File: src/rtl/tcpc_pkg.sv
// Shared types, widths and helpers for the triangle plane clipper.
// No dependencies; every other file of the block imports this package.
package tcpc_pkg;

    // Coordinate width taken from the low bits of each 32-bit field
    localparam int COORD_BITS = 32;
    localparam int CW = (COORD_BITS < 32) ? COORD_BITS : 32;
    localparam int FW = 32;                       // field width on the ports
    localparam int NW = 16;                       // normal component width
    localparam int FRAC_DROP = 14;                // Q.30 -> Q.16
    localparam int PW = NW + CW;                  // one normal * coordinate product
    localparam int SW = PW + 2;                   // sum of three products
    localparam int DW = (((SW - FRAC_DROP) > FW) ? (SW - FRAC_DROP) : FW) + 1;
    localparam int RW = DW + 1;                   // divisor / remainder width
    localparam int NLO = (DW + 1) / 2;            // low slice of the multiplier split
    localparam int NHI = DW - NLO;
    localparam int XW = CW + DW;                  // dividend width
    localparam int L_CUT = 3 + CW + 1;            // edge cut lane register stages

    // Configuration port
    localparam int CFG_IDX_W = 2;
    localparam int CFG_W = 32;
    typedef enum logic [CFG_IDX_W-1:0] {
        CFG_NORMAL_X     = 2'd0,
        CFG_NORMAL_Y     = 2'd1,
        CFG_NORMAL_Z     = 2'd2,
        CFG_PLANE_OFFSET = 2'd3
    } t_cfg_idx;
    localparam logic signed [NW-1:0] NORMAL_Z_RESET = 16'sd16384;

    typedef logic signed [CW-1:0] t_coord;
    typedef t_coord [2:0] t_vec;                  // 0 = x, 1 = y, 2 = z
    typedef logic signed [DW-1:0] t_dist;

    // How a triangle is split
    typedef enum logic [1:0] {
        K_WHOLE_ABOVE = 2'd0,
        K_WHOLE_BELOW = 2'd1,
        K_LONE_BELOW  = 2'd2,
        K_LONE_ABOVE  = 2'd3
    } t_kind;

    typedef struct packed {
        t_kind kind;
        t_vec  s;       // lone vertex, or v0 for a whole triangle
        t_vec  p;
        t_vec  q;
    } t_item;

    typedef struct packed {
        logic signed [FW-1:0] v0_x;
        logic signed [FW-1:0] v0_y;
        logic signed [FW-1:0] v0_z;
        logic signed [FW-1:0] v1_x;
        logic signed [FW-1:0] v1_y;
        logic signed [FW-1:0] v1_z;
        logic signed [FW-1:0] v2_x;
        logic signed [FW-1:0] v2_y;
        logic signed [FW-1:0] v2_z;
    } t_tri;

    typedef struct packed {
        logic                 side;
        logic signed [FW-1:0] out_a_x;
        logic signed [FW-1:0] out_a_y;
        logic signed [FW-1:0] out_a_z;
        logic signed [FW-1:0] out_b_x;
        logic signed [FW-1:0] out_b_y;
        logic signed [FW-1:0] out_b_z;
        logic signed [FW-1:0] out_c_x;
        logic signed [FW-1:0] out_c_y;
        logic signed [FW-1:0] out_c_z;
        logic                 last_of_triangle;
    } t_res;

    // Build one result triangle, sign-extending coordinates to field width
    function automatic t_res make_res(logic side, t_vec a, t_vec b, t_vec c,
                                      logic last);
        t_res r;
        r.side = side;
        r.out_a_x = FW'(a[0]);
        r.out_a_y = FW'(a[1]);
        r.out_a_z = FW'(a[2]);
        r.out_b_x = FW'(b[0]);
        r.out_b_y = FW'(b[1]);
        r.out_b_z = FW'(b[2]);
        r.out_c_x = FW'(c[0]);
        r.out_c_y = FW'(c[1]);
        r.out_c_z = FW'(c[2]);
        r.last_of_triangle = last;
        return r;
    endfunction

endpackage

File: src/rtl/tcpc_dist.sv
// Signed plane distance lane for one vertex: d = n.v - w, two stages.
// Depends on tcpc_pkg.
module tcpc_dist import tcpc_pkg::*; (
    input  logic                  i_clk,
    input  logic                  i_en,
    input  t_vec                  i_v,
    input  logic signed [NW-1:0]  i_nx,
    input  logic signed [NW-1:0]  i_ny,
    input  logic signed [NW-1:0]  i_nz,
    input  logic signed [FW-1:0]  i_w,
    output t_dist                 o_d,
    output logic                  o_frac_zero
);

    logic signed [PW-1:0] r_p [3];
    logic signed [SW-1:0] w_sum;
    t_dist                n_d;
    t_dist                r_d;
    logic                 r_fz;

    // Products of normal and coordinate
    always_ff @(posedge i_clk) begin
        if (i_en) begin
            r_p[0] <= PW'(i_nx) * PW'(i_v[0]);
            r_p[1] <= PW'(i_ny) * PW'(i_v[1]);
            r_p[2] <= PW'(i_nz) * PW'(i_v[2]);
        end
    end

    // Sum, floor to Q.16, subtract the offset
    always_comb begin
        w_sum = SW'(r_p[0]) + SW'(r_p[1]) + SW'(r_p[2]);
        n_d = DW'(w_sum >>> FRAC_DROP) - DW'(i_w);
    end

    always_ff @(posedge i_clk) begin
        if (i_en) begin
            r_d  <= n_d;
            r_fz <= (w_sum[FRAC_DROP-1:0] == '0);
        end
    end

    assign o_d = r_d;
    assign o_frac_zero = r_fz;

endmodule

File: config.mk
export PLATFORM = sky130hd
export DESIGN_NAME = tcpc_dist
export DESIGN_NICKNAME = d
export VERILOG_FILES = /design/src/rtl/tcpc_pkg.sv /design/src/rtl/tcpc_dist.sv
export SDC_FILE = /design/constraint.sdc
export NUM_CORES = 2
export LEC_CHECK = 0
export BUFFER_PORTS_ARGS = -buffer_cell sky130_fd_sc_hd__buf_4
export CORE_ASPECT_RATIO = 1.1
export CORE_MARGIN = 8
export CORE_UTILIZATION = 65
export DETAILED_ROUTE_END_ITERATION = 8
export PLACE_DENSITY = 0.83
export SETUP_SLACK_MARGIN = 0.2
export SLEW_MARGIN = 25
export SYNTH_ARGS = -nofsm -noshare
export SYNTH_HDL_FRONTEND = slang
export SYNTH_SLANG_ARGS = --single-unit
File: constraint.sdc
create_clock -name i_clk -period 10.45 [get_ports i_clk]
set_clock_uncertainty 0.15 [all_clocks]
set_input_delay 2.09 -clock i_clk [delete_from_list [all_inputs] [get_ports i_clk]]
set_output_delay 2.09 -clock i_clk [all_outputs]
set_load 0.01 [all_outputs]
# [After elaboration in Yosys (flattened, before gate mapping)]
# Memory sizes are Yosys's and may differ from the RTL's.
# Cells that the tools add are included.
[word_totals] memories=1 ram_bits=144 reg_bits=38 out_inout_bits=38 wordCells=12 in_bits=178
[classes] n_mux=2 add_sub_neg=3 mul=3 reduce_logical=1
[mem_list] name="r_p" depth=3 word_bits=48 read_ports=3 rd_clocked_by_memory_dff=0 wr=3 line="tcpc_dist.sv:15" rtl="logic signed [PW-1:0] r_p [3];"
[op_table] op="$mul 16x32->48" count=3
[op_table] op="$add 49x48->50" count=1
[op_table] op="$add 48x48->49" count=1
[op_table] op="$sub 36x32->37" count=1
[op_table] op="$logic_not 14->1" count=1
[op_table] op="$mux 1" count=2

# [Logic depth before layout (Yosys ltp)]
[depth] ltp_word=3 ltp_mapped=26 depth_no_buf=25

# [Worst setup path after synthesis]
# OpenSTA, ideal clock, no wires.
[synth_path] path_kind="input -> register" start="input port i_ny[1]" end="memory r_p[0][89] in the netlist's numbering, data pin" n_path_buf=1 arrival_time_ns=7.934 t_required_ns=10.041 setup_time_ns=0.259 stages=22 setup_slack_ns=2.107 cell_sequence="clkbuf_1 -> nand2_1 -> fa_1 -> fa_1 -> fa_1 -> inv_1 -> fa_1 -> fa_1 -> inv_1 -> fa_1 -> inv_1 -> ha_1 -> a211o_1 -> or3_1 -> a311oi_2 -> nor3_1 -> o211ai_2 -> a31oi_1 -> a21o_1 -> a2111o_1 -> a31oi_2 -> xnor2_1"
[synth_lines] item="start: declaration" line="tcpc_dist.sv:8" rtl="input logic signed [NW-1:0] i_ny,"
[synth_lines] item="end: declaration" line="tcpc_dist.sv:15"

==> metrics.txt <==
run status=finished, final reports clean; Netlist cell types=70; met2 Use GR=0.515; share of cells above drive strength 1=0.0398; FF+latch count, synth=182; antenna viol nets, final=0; Crit path max-delay family=adder cells; post-CTS sizing=0; hold crit path type=flop to flop; Crit path arrival time=between 8 and 9 ns; syn_nets=about 9000; CP Data Required Time=10.54 ns; CTS Buf Count=17; register area=between 5000 and 6000 µm²; GRT busiest layer=met2; Root Driver=clkbuf_16; IO Pins=about 220; cell area after synthesis=63800 µm²; first-pass GRT wire length=about 260 mm; slew at the pin closest to its max-slew limit=~0.90 ns; IO buf count=roughly 220; asr flop ratio synth=0; Worst Path Class, Setup=input port to flop; period utilization=0.851; met1 usage in global routing=0.379; share of the synthesized area in the top cell type=0.474; DRT iter0 DRCs=3765; Max Slew Vio Count=0; GR Util met3=0.0512; dpl cells=8133; RSZ-0062 raised after global routing=no; Final HPWL DP=around 130 mm; Slowest Stage Delay on Critical Path=approximately 0.58 ns; MaxCap Viol Count=0; CTS tree=built; nature of the critical path endpoint=flop; Skew-Pair Late Insertion Delay=between 0.4 and 0.5 ns; overall die height=~340 µm; most frequent cells in the layout=inv_1 (1713), fa_1 (1508), nand2_1 (943), and2_1 (608), ha_1 (426); drt via density=a little under 6; WP buf/inv=5; Total Routing Usage GR=0.308; vias in the first global route=about 52000; Final Instance Count excl. Fillers=between 8000 and 9000; CP Launch Type=input port; Final Core Density=0.684; Syn Area/Cell=about 9.2 µm²; total grt overflow=0; fill count=7272; Mapped Cells=a little under 7000; drt total wl=about 160 mm; Die Wd=315 µm; fmax=112 MHz; leading cell type in the layout, fill and taps excluded=inv_1; htree depth=4; CTS max path bufs=2; Slowest cell on crit path=nor4_1; hold buffers post-CTS=0; multi-input logic area=between 50000 and 60000 µm²; gpl congestion=about 0.92; Synth area leader=fa_1; Post-CTS Setup Bufs=0; dominant synthesized flop cell=edfxtp_1; Fin. Hold Viols=0; post-layout minimum cycle time=~8.9 ns; final setup vio count=0; Starting Density=0.655; Die ar.=108000 µm²; antenna violations before repair=3; Final #Nets=about 9000; Placeable Area=97300 µm²; drt pass-1 iters=6; synth top area cells=fa_1 (47%), inv_1 (10%), edfxtp_1 (8.6%), ha_1 (8.4%), and2_1 (6.0%); largest net degree at the start of global routing=between 60 and 70; Layout area overhead=4.42%; Warnings, synthesis=0; Slew HR=0.402; WL/cell=about 20 µm; drt drc=0; Post-synth EDFFs=182; worst path cell trace=buf_4 > and2_1 > fa_1 > inv_1 > fa_1 > inv_1 > fa_1 > inv_1 > fa_1 > fa_1 > fa_1 > inv_1 > ha_1 > and3_1 > or3b_2 > nor4_1 > nor4_1 > nor4_1 > or4_1 > a31o_1 > a21oi_1 > xnor2_1; clock-pin slew on the worst setup and hold paths=approximately 0.080 ns; via count=~47000; CTS sink count=roughly 180; Worst Path Max Fanout=32; Seq/Total Area, Yosys=0.0857; sum of negative setup slack=0 ns; Most common cell on crit path=fa_1; row count=120
-- worst paths after layout --
path | startpoint | to | slack (ns) | cells after the start
worst max-delay path | i_ny[1] | r_p[0][94] | 1.56 | 22
worst min-delay path | r_p[0][48] | o_frac_zero | 0.89 | 5
worst max register to register | r_p[0][1] | o_d[34] | 3.54 | 24
worst min register to register | r_p[0][48] | o_frac_zero | 0.89 | 5
-- registers in the layout (all words and copies together), names as in the netlist --
name / cells
r_p: 144
o_d: 37
o_frac_zero: 1
-- per-stage QoR --
stage / cell area, µm² / hold slack [ns] / setup WS (ns)
2_1_floorplan: 63800 / 0.722 / 2.11
3_3_place_gp: 66000 / 0.875 / 1.34
3_5_place_dp: 66000 / 0.888 / 1.20
4_1_cts: 66600 / 0.885 / 1.72
5_1_grt: 66600 / 0.978 / 1.30
6_report: 66600 / 0.892 / 1.56
-- worst register-to-register path, cell delays in order (launching register included) --
cell,delay (ns)
edfxtp_1,0.43
fa_1,0.49
ha_1,0.23
fa_1,0.50
a211oi_1,0.33
o211ai_1,0.17
nand2_1,0.09
o21ai_1,0.14
a21boi_0,0.41
o21ai_0,0.26
nand4_1,0.15
nand2_1,0.06
a21oi_1,0.17
xnor2_1,0.17
ha_1,0.40
and3_1,0.27
nand4_1,0.14
inv_1,0.07
nand4_1,0.28
and4_1,0.38
o31ai_1,0.67
a21oi_1,0.27
o21bai_1,0.20
a21oi_1,0.11
xnor2_1,0.14
-- cell usage after synthesis (26+ instances only) --
| cell | instances |
|---|---|
| o21bai_1 | 29 |
| a31oi_1 | 26 |
| nand2b_1 | 40 |
| a21oi_1 | 200 |
| and2_1 | 608 |
| xor2_1 | 61 |
| inv_1 | 1713 |
| o21a_1 | 33 |
| nand2_1 | 943 |
| nand3_1 | 45 |
| edfxtp_1 | 182 |
| xnor2_1 | 164 |
| clkbuf_1 | 258 |
| a21o_1 | 101 |
| fa_1 | 1508 |
| nor2_1 | 182 |
| o21ai_0 | 99 |
| ha_1 | 426 |
-- layout make-up --
cell class,count,share of cell area
Clock inverter,14,0.00182
Antenna cell,2,0.0000752
Timing Repair Buffer,218,0.0247
Clock buffer,18,0.00645
Multi-Input combinational cell,4736,0.764
Sequential cell,182,0.0821
Tap cell,1281,0.0241
Inverter,1716,0.0968
-- layer usage --
| layer | routed length [µm] | share of wire |
|---|---|---|
| met3 | 13300 | 0.082 |
| met2 | 79100 | 0.49 |
| met5 | 0 | 0 |
| met4 | 10900 | 0.068 |
| met1 | 58600 | 0.36 |
-- cell families after synthesis --
group,synth area share
fa+ha+maj,0.557
compound gates,0.0620
buf+inv,0.117
flops,0.0857
xor+xnor,0.0309
simple gates,0.148
Power is not shown: default switching activity piles up to over one toggle a cycle in this logic, so the estimate is an artifact.
