**config.mk**
```make
export PLATFORM = sky130hd
export DESIGN_NAME = tcpc_merge_flat
export DESIGN_NICKNAME = d
export VERILOG_FILES = /design/src/rtl/tcpc_pkg.sv /design/src/rtl/tcpc_ifs.sv /design/src/rtl/tcpc_merge.sv /design/src/flat_wrapper.sv
export SDC_FILE = /design/constraint.sdc
export NUM_CORES = 1
export LEC_CHECK = 0
export BUFFER_PORTS_ARGS = -buffer_cell sky130_fd_sc_hd__buf_4
export CAP_MARGIN = 20
export CELL_PAD_IN_SITES_DETAIL_PLACEMENT = 1
export CELL_PAD_IN_SITES_GLOBAL_PLACEMENT = 1
export CORE_AREA = 2 2 302 304
export CTS_BUF_LIST = sky130_fd_sc_hd__clkbuf_16
export CTS_CLUSTER_SIZE = 24
export DETAILED_ROUTE_END_ITERATION = 8
export DIE_AREA = 0 0 304 306
export GPL_ROUTABILITY_DRIVEN = 0
export PLACE_DENSITY_LB_ADDON = 0.1
export SLEW_MARGIN = 5
export SYNTH_ARGS = -nofsm -noshare
export SYNTH_HDL_FRONTEND = slang
export SYNTH_SLANG_ARGS = --single-unit
```
**constraint.sdc**
```tcl
create_clock -name i_clk -period 38.1 [get_ports i_clk]
set_input_delay 3.81 -clock i_clk [delete_from_list [all_inputs] [get_ports i_clk]]
set_output_delay 3.81 -clock i_clk [all_outputs]
set_load 0.05 [all_outputs]
```
**src/rtl/tcpc_pkg.sv**
```systemverilog
// Shared types, widths and helpers for the triangle plane clipper.
// No dependencies; every other file of the block imports this package.
package tcpc_pkg;

    // Coordinate width taken from the low bits of each 32-bit field
    localparam int COORD_BITS = 32;
    localparam int CW = (COORD_BITS < 32) ? COORD_BITS : 32;
    localparam int FW = 32;                       // field width on the ports
    localparam int NW = 16;                       // normal component width
    localparam int FRAC_DROP = 14;                // Q.30 -> Q.16
    localparam int PW = NW + CW;                  // one normal * coordinate product
    localparam int SW = PW + 2;                   // sum of three products
    localparam int DW = (((SW - FRAC_DROP) > FW) ? (SW - FRAC_DROP) : FW) + 1;
    localparam int RW = DW + 1;                   // divisor / remainder width
    localparam int NLO = (DW + 1) / 2;            // low slice of the multiplier split
    localparam int NHI = DW - NLO;
    localparam int XW = CW + DW;                  // dividend width
    localparam int L_CUT = 3 + CW + 1;            // edge cut lane register stages

    // Configuration port
    localparam int CFG_IDX_W = 2;
    localparam int CFG_W = 32;
    typedef enum logic [CFG_IDX_W-1:0] {
        CFG_NORMAL_X     = 2'd0,
        CFG_NORMAL_Y     = 2'd1,
        CFG_NORMAL_Z     = 2'd2,
        CFG_PLANE_OFFSET = 2'd3
    } t_cfg_idx;
    localparam logic signed [NW-1:0] NORMAL_Z_RESET = 16'sd16384;

    typedef logic signed [CW-1:0] t_coord;
    typedef t_coord [2:0] t_vec;                  // 0 = x, 1 = y, 2 = z
    typedef logic signed [DW-1:0] t_dist;

    // How a triangle is split
    typedef enum logic [1:0] {
        K_WHOLE_ABOVE = 2'd0,
        K_WHOLE_BELOW = 2'd1,
        K_LONE_BELOW  = 2'd2,
        K_LONE_ABOVE  = 2'd3
    } t_kind;

    typedef struct packed {
        t_kind kind;
        t_vec  s;       // lone vertex, or v0 for a whole triangle
        t_vec  p;
        t_vec  q;
    } t_item;

    typedef struct packed {
        logic signed [FW-1:0] v0_x;
        logic signed [FW-1:0] v0_y;
        logic signed [FW-1:0] v0_z;
        logic signed [FW-1:0] v1_x;
        logic signed [FW-1:0] v1_y;
        logic signed [FW-1:0] v1_z;
        logic signed [FW-1:0] v2_x;
        logic signed [FW-1:0] v2_y;
        logic signed [FW-1:0] v2_z;
    } t_tri;

    typedef struct packed {
        logic                 side;
        logic signed [FW-1:0] out_a_x;
        logic signed [FW-1:0] out_a_y;
        logic signed [FW-1:0] out_a_z;
        logic signed [FW-1:0] out_b_x;
        logic signed [FW-1:0] out_b_y;
        logic signed [FW-1:0] out_b_z;
        logic signed [FW-1:0] out_c_x;
        logic signed [FW-1:0] out_c_y;
        logic signed [FW-1:0] out_c_z;
        logic                 last_of_triangle;
    } t_res;

    // Build one result triangle, sign-extending coordinates to field width
    function automatic t_res make_res(logic side, t_vec a, t_vec b, t_vec c,
                                      logic last);
        t_res r;
        r.side = side;
        r.out_a_x = FW'(a[0]);
        r.out_a_y = FW'(a[1]);
        r.out_a_z = FW'(a[2]);
        r.out_b_x = FW'(b[0]);
        r.out_b_y = FW'(b[1]);
        r.out_b_z = FW'(b[2]);
        r.out_c_x = FW'(c[0]);
        r.out_c_y = FW'(c[1]);
        r.out_c_z = FW'(c[2]);
        r.last_of_triangle = last;
        return r;
    endfunction

endpackage

```
**src/rtl/tcpc_ifs.sv**
```systemverilog


interface tcpc_res_if import tcpc_pkg::*; ();
    logic valid;
    logic ready;
    t_res data;
    modport source (output valid, output data, input ready);
    modport sink (input valid, input data, output ready);
endinterface

```
**src/rtl/tcpc_merge.sv**
```systemverilog
// Merging stage: takes one finished triangle with its two cuts and hands out
// its one or three result triangles through a registered output.
// Depends on tcpc_pkg and tcpc_ifs.
module tcpc_merge import tcpc_pkg::*; (
    input  logic               i_clk,
    input  logic               i_rst_n,
    input  logic               i_valid,
    input  t_item              i_item,
    input  t_vec               i_i1,
    input  t_vec               i_i2,
    output logic               o_take,
    tcpc_res_if.source         o_res
);

    logic        r_slot_v;
    t_item       r_item;
    t_vec        r_i1;
    t_vec        r_i2;
    logic [1:0]  r_cnt;
    logic        r_out_v;
    t_res        r_out;

    logic        w_out_free;
    logic        w_emit;
    t_res        w_res;

    // Pick the result triangle for the current count
    always_comb begin
        case (r_item.kind)
            K_WHOLE_ABOVE: w_res = make_res(1'b0, r_item.s, r_item.p, r_item.q, 1'b1);
            K_WHOLE_BELOW: w_res = make_res(1'b1, r_item.s, r_item.p, r_item.q, 1'b1);
            K_LONE_BELOW: begin
                case (r_cnt)
                    2'd0:    w_res = make_res(1'b0, r_item.p, r_i1, r_i2, 1'b0);
                    2'd1:    w_res = make_res(1'b0, r_item.p, r_i2, r_item.q, 1'b0);
                    default: w_res = make_res(1'b1, r_item.s, r_i1, r_i2, 1'b1);
                endcase
            end
            K_LONE_ABOVE: begin
                case (r_cnt)
                    2'd0:    w_res = make_res(1'b0, r_item.s, r_i1, r_i2, 1'b0);
                    2'd1:    w_res = make_res(1'b1, r_item.p, r_i1, r_i2, 1'b0);
                    default: w_res = make_res(1'b1, r_item.p, r_i2, r_item.q, 1'b1);
                endcase
            end
            default: w_res = make_res(1'b0, r_item.s, r_item.p, r_item.q, 1'b1);
        endcase
    end

    assign w_out_free = !r_out_v || o_res.ready;
    assign w_emit     = r_slot_v && w_out_free;
    assign o_take     = !r_slot_v || (w_emit && w_res.last_of_triangle);

    // Hold the triangle until its last result has gone out
    always_ff @(posedge i_clk) begin
        if (!i_rst_n) begin
            r_slot_v <= 1'b0;
            r_cnt    <= 2'd0;
        end else if (o_take) begin
            r_slot_v <= i_valid;
            r_cnt    <= 2'd0;
        end else if (w_emit) begin
            r_cnt    <= r_cnt + 2'd1;
        end
    end

    always_ff @(posedge i_clk) begin
        if (o_take) begin
            r_item <= i_item;
            r_i1   <= i_i1;
            r_i2   <= i_i2;
        end
    end

    // Output register
    always_ff @(posedge i_clk) begin
        if (!i_rst_n) begin
            r_out_v <= 1'b0;
        end else if (w_emit) begin
            r_out_v <= 1'b1;
        end else if (o_res.ready) begin
            r_out_v <= 1'b0;
        end
    end

    always_ff @(posedge i_clk) begin
        if (w_emit) begin
            r_out <= w_res;
        end
    end

    assign o_res.valid = r_out_v;
    assign o_res.data  = r_out;

endmodule

```
**src/flat_wrapper.sv**
```systemverilog
// flat-port wrapper written by rule: the top's interface ports become plain ports
module tcpc_merge_flat import tcpc_pkg::*;
  (i_clk, i_rst_n, i_valid, i_item, i_i1, i_i2, o_take, o_res_valid, o_res_data, o_res_ready);
  tcpc_res_if o_res_i ();
  input  logic i_clk;
  input  logic i_rst_n;
  input  logic i_valid;
  input  t_item i_item;
  input  t_vec i_i1;
  input  t_vec i_i2;
  output logic o_take;
  output wire logic [$bits(o_res_i.valid)-1:0] o_res_valid;
  output wire logic [$bits(o_res_i.data)-1:0] o_res_data;
  input wire logic [$bits(o_res_i.ready)-1:0] o_res_ready;
  assign o_res_valid = o_res_i.valid;
  assign o_res_data = o_res_i.data;
  assign o_res_i.ready = o_res_ready;
  tcpc_merge u_core (.i_clk(i_clk), .i_rst_n(i_rst_n), .i_valid(i_valid), .i_item(i_item), .i_i1(i_i1), .i_i2(i_i2), .o_take(o_take), .o_res(o_res_i));
endmodule
```
=== Yosys cells after proc, flatten, opt, wreduce, memory -nomap -nowiden ===
Cells that the tools add are included.

* Flip-flop bits (word level): 776
* Input bits: 486
* Word-level logic and storage cells: 51

* $add $sub $neg: 1
* Equality and inequality tests: 4
* Muxes and demuxes: 5
* Bitwise gates (word level): 1
* Reduce and logical (&&, ||, !) cells: 10

{| class="wikitable"
|+ Operators with widths
! cell !! number
|-
| 290-bit one-hot mux with 2 select lines || 2
|-
| 290-bit one-hot mux with 4 select lines || 1
|-
| 2-bit by 1-bit equality test with 1-bit output, second input constant || 2
|-
| 2-bit equality test, second input constant || 2
|-
| 2-bit zero test || 2
|-
| 2-bit by 1-bit adder with 2-bit output, second input constant || 1
|-
| 1-bit logical AND || 2
|-
| 1-bit zero test || 2
|-
| 1-bit logical OR || 2
|-
| 1-bit two-way mux || 2
|-
| 2-bit nonzero test || 1
|-
| 2-bit OR reduction || 1
|-
| 1-bit inverter || 1
|}

=== Depth between registers and ports, before layout ===
* Depth after elaboration: 6
* Gate-level depth with buffers: 8
* Gate-level depth less buffers: 5

=== Worst setup path after synthesis ===
No wires, ideal clock.

* Kind: input-to-output
* Start: input o_res_ready
* End: output o_take
* Arrival time: 25.646 ns
* Data required time: 34.290 ns
* Path slack: 8.644 ns
* Stages on the path: 2
* Buffers on the path: 0
* Cells stage by stage: nor2b_1 o21ai_1

* Cells in the longest elaborated chain, start to end: 4

{| class="wikitable"
|+ RTL lines
! element !! RTL line !! source
|-
| start: declaration || flat_wrapper.sv:14 || <nowiki>input wire logic [$bits(o_res_i.ready)-1:0] o_res_ready;</nowiki>
|-
| 1-bit logical OR || tcpc_merge.sv:50 || <nowiki>assign w_out_free = !r_out_v || o_res.ready;</nowiki>
|-
| 1-bit logical AND || tcpc_merge.sv:51 || <nowiki>assign w_emit = r_slot_v && w_out_free;</nowiki>
|-
| 1-bit logical AND || tcpc_merge.sv:52 || <nowiki>assign o_take = !r_slot_v || (w_emit && w_res.last_of_triangle);</nowiki>
|-
| 1-bit logical OR || tcpc_merge.sv:52 ||
|-
| end: declaration || flat_wrapper.sv:11 || <nowiki>output logic o_take;</nowiki>
|}

Every way passes these cells.

=== Final worst setup path ===
Ends and elaborated chain as after synthesis.

==> run_results.csv <==
group,metric,value,unit
status,status,"complete, no violations",
clocking,path_clk_slew,0.06,ns
power,p_seq_share,47.5,%
die,row_count,110,
placement,dpl-instance-area,37800,um^2
setup_path,crit_family,"simple AND/OR/NAND/NOR gates",
timing,tns,0,ns
setup_path,path_max_fanout,5,
power,p_comb_share,12.7,%
worst_hold_path,worstHoldStart,"u_core.r_cnt[1]$_SDFFE_PP0P_",
route,drc,0,
setup_path,cp_common_cell,"buf_4",
setup_path,cp_slowest_stage_delay,0.43,ns
die,die_area,93000,um^2
finish,multiInputGateArea,6910,um^2
placement,port_buffers,777,
finish,nNetsFinal,3071,
placement,dp.cells,3666,
timing,tightestPinTransition,1.11,ns
finish,register_area,23300,um^2
grt,track_usage,24.0,%
timing,fin_ws,29.56,ns
grt,grt_max_degree,148,
setup_path,start_kind,"input port",
setup_path,end_kind,"output port",
logic_synthesis,synth.avg_cell_area,16.7,um^2
power,ir_drop,0.0326,mV
setup_path,startpoint,"o_res_ready",
finish,syn_to_final_growth,32.3,%
die,dieHeight,306,um
die,core_area,89600,um^2
power,p_int,1650,uW
route,postRouteAntennaNets,0,
finish,fillers,8856,
logic_synthesis,synth_cells,1850,
clocking,root_buffer,"clkbuf_16",
placement,hpwl,74.7,mm
power,swShare,26.3,%
finish,final_cell_mix,"buf_4 (808), edfxtp_1 (772), a221oi_1 (288)",
setup_path,crit_required,34.29,ns
finish,layout_commonest_cell,"buf_4",
setup_path,critPathArrivalTime,4.73,ns
timing,setup_viol,0,
logic_synthesis,synth_seq_cells,776,
clocking,hold_buffers,0,
setup_path,worstPathBufferInverterCount,2,
placement,dpl_worst_slack,29.54,ns
timing,slew_viol_final,0,
setup_path,crit-reg2reg-launch,"u_core.r_cnt[1]$_SDFFE_PP0P_",
logic_synthesis,syn_nets,2339,
power,clockPowerShare,39.8,%
setup_path,critical_path_class,"in2out",
logic_synthesis,ys_seq_area_share,75.3,%
grt,overflow,0,
clocking,clockBufferDepth,3,
route,vias,21767,
power,p_leak,0.0159,uW
clocking,tritoncts,"done",
die,pin_count,778,
power,power.density,54.9,nW/um^2
logic_synthesis,syn-cell-area,30900,um^2
run,cap_violations,0,
clocking,insertion_delay,0.66,ns
route,drt-vias-per-instance,5.66,
timing,clock_skew,0.0162,ns
route,initialDrtViolationCount,1557,
logic_synthesis,yosys.cell_types.count,31,
timing,min_period_over_period,22.4,%
grt,grt_pass1_wl,163,mm
route,wire_per_inst,30.0,um
worst_hold_path,hold_path_class,"reg2reg",
timing,rsz0062_at_grt,"false",
route,finalWirelength,115,mm
clocking,post-cts-setup-buffers,0,
setup_path,crit_chain,"buf_4, nor2b_1, o21ai_4, buf_4",
clocking,cts_buffers,89,
grt,grt_pass1_vias,23082,
die,die_w,304,um
timing,relSlewSlack,26.2,%
grt,antenna_found_initial,31,
finish,drive_above_1_share,36.3,%
route,first_pass_iters,5,
clocking,clock_sinks,776,
clocking,ctsResizeCount,0,
finish,design_area,40900,um^2
power,power.switching,590,uW
logic_synthesis,yosysWarnings,0,
setup_path,crit_slowest_cell,"nor2b_1",
die,initial_core_util,34.5,%
clocking,htree_levels,3,
timing,fmax,117,MHz
timing,period_needed,8.54,ns
timing,timing.final.hold_violations,0,
finish,instances_no_fill,3846,
==> final cells by class <==
cell class                 instances  share of cell area (%)
clock buffer                      90                    5.51
timing repair buffer             811                    15.0
tap                             1176                    3.60
multi-input combinational        895                    16.9
inverter                           9                   0.107
clock inverter                    75                    1.89
antenna                           14                  0.0857
sequential                       776                    56.9
==> synthesized netlist by cell type (all sizes together) <==
cell type    n  area share (%)
a211oi      96             2.3
a21boi       2           0.049
a21oi        4           0.065
a221oi     288             8.2
a22o        96             2.7
a22oi       96             2.3
a31oi        1           0.069
and2         2           0.040
buf         61             1.2
clkbuf     109             1.3
dfxtp        4            0.26
edfxtp     772              75
ha           3            0.12
inv          9            0.11
mux2i       96             3.1
nand2        2           0.032
nand2b       3           0.061
nand3        2           0.032
nor2        97             1.2
nor2b        4           0.081
o211ai       2           0.065
o21a         1           0.024
o21ai       99             1.6
or2          1           0.020
==> stage by stage <==
| step | util (%) | hold WS (ns) | power [uW] |
|---|---|---|---|
| 6_report | 45.6 | 0.525 | 2240 |
| 5_1_grt | 45.6 | 0.549 | 2320 |
| 4_1_cts | 45.6 | 0.526 | 2270 |
| 3_5_place_dp | 42.2 | 0.513 | 1370 |
| 3_3_place_gp | 42.2 | 0.496 | 1360 |
| 2_1_floorplan | - | 0.454 | 1270 |
==> cells by family (layout without fill, tap and decap cells) <==
logic type	after synthesis	in the layout	synth area share (%)
simple gates	111	111	1.45
other cells	0	14	0
mux	96	96	3.11
compound gates	685	685	17.4
buf+inv	179	985	2.62
fa+ha+maj	3	3	0.121
flops	776	776	75.3
==> worst min-delay path: stages (launching register included) <==
cell	delay (ns)
dfxtp_1	0.32
o21ai_0	0.09
a21oi_1	0.07
==> metal layers <==
metal	vias to the layer above	routed length [um]	track usage, %	share of wire [%]
li1	9395	-	-	-
met1	11358	43300	27.5	38
met2	784	59600	42.3	52
met3	196	8330	6.84	7.2
met4	34	3830	9.22	3.3
met5	-	242	0	0.21
==> power groups by stage <==
stage / clock [uW] / combinational (uW) / sequential (uW)
6_report: 892 / 284 / 1070
5_1_grt: 943 / 300 / 1070
4_1_cts: 912 / 287 / 1070
3_5_place_dp: 0 / 286 / 1080
3_3_place_gp: 0 / 281 / 1080
2_1_floorplan: 0 / 84.8 / 1180
==> sequential cells by signal, summed over array words and instances, names as in the netlist <==
register / cells
u_core.r_slot_v: 1
u_core.o_res.valid: 1
u_core.r_i2: 96
u_core.o_res.data: 290
u_core.r_i1: 96
u_core.r_cnt: 2
u_core.r_item: 290
==> worst paths after layout <==
check | cells after the start | to | slack (ns)
worst min register to register | 2 | u_core.r_cnt[1]$_SDFFE_PP0P_ | 0.52
worst min-delay path | 2 | u_core.r_cnt[1]$_SDFFE_PP0P_ | 0.52
worst max-delay path | 4 | o_take | 29.56
worst max register to register | 8 | u_core.r_i2[8]$_DFFE_PP_ | 32.90
(Power assumes the default switching activity.)
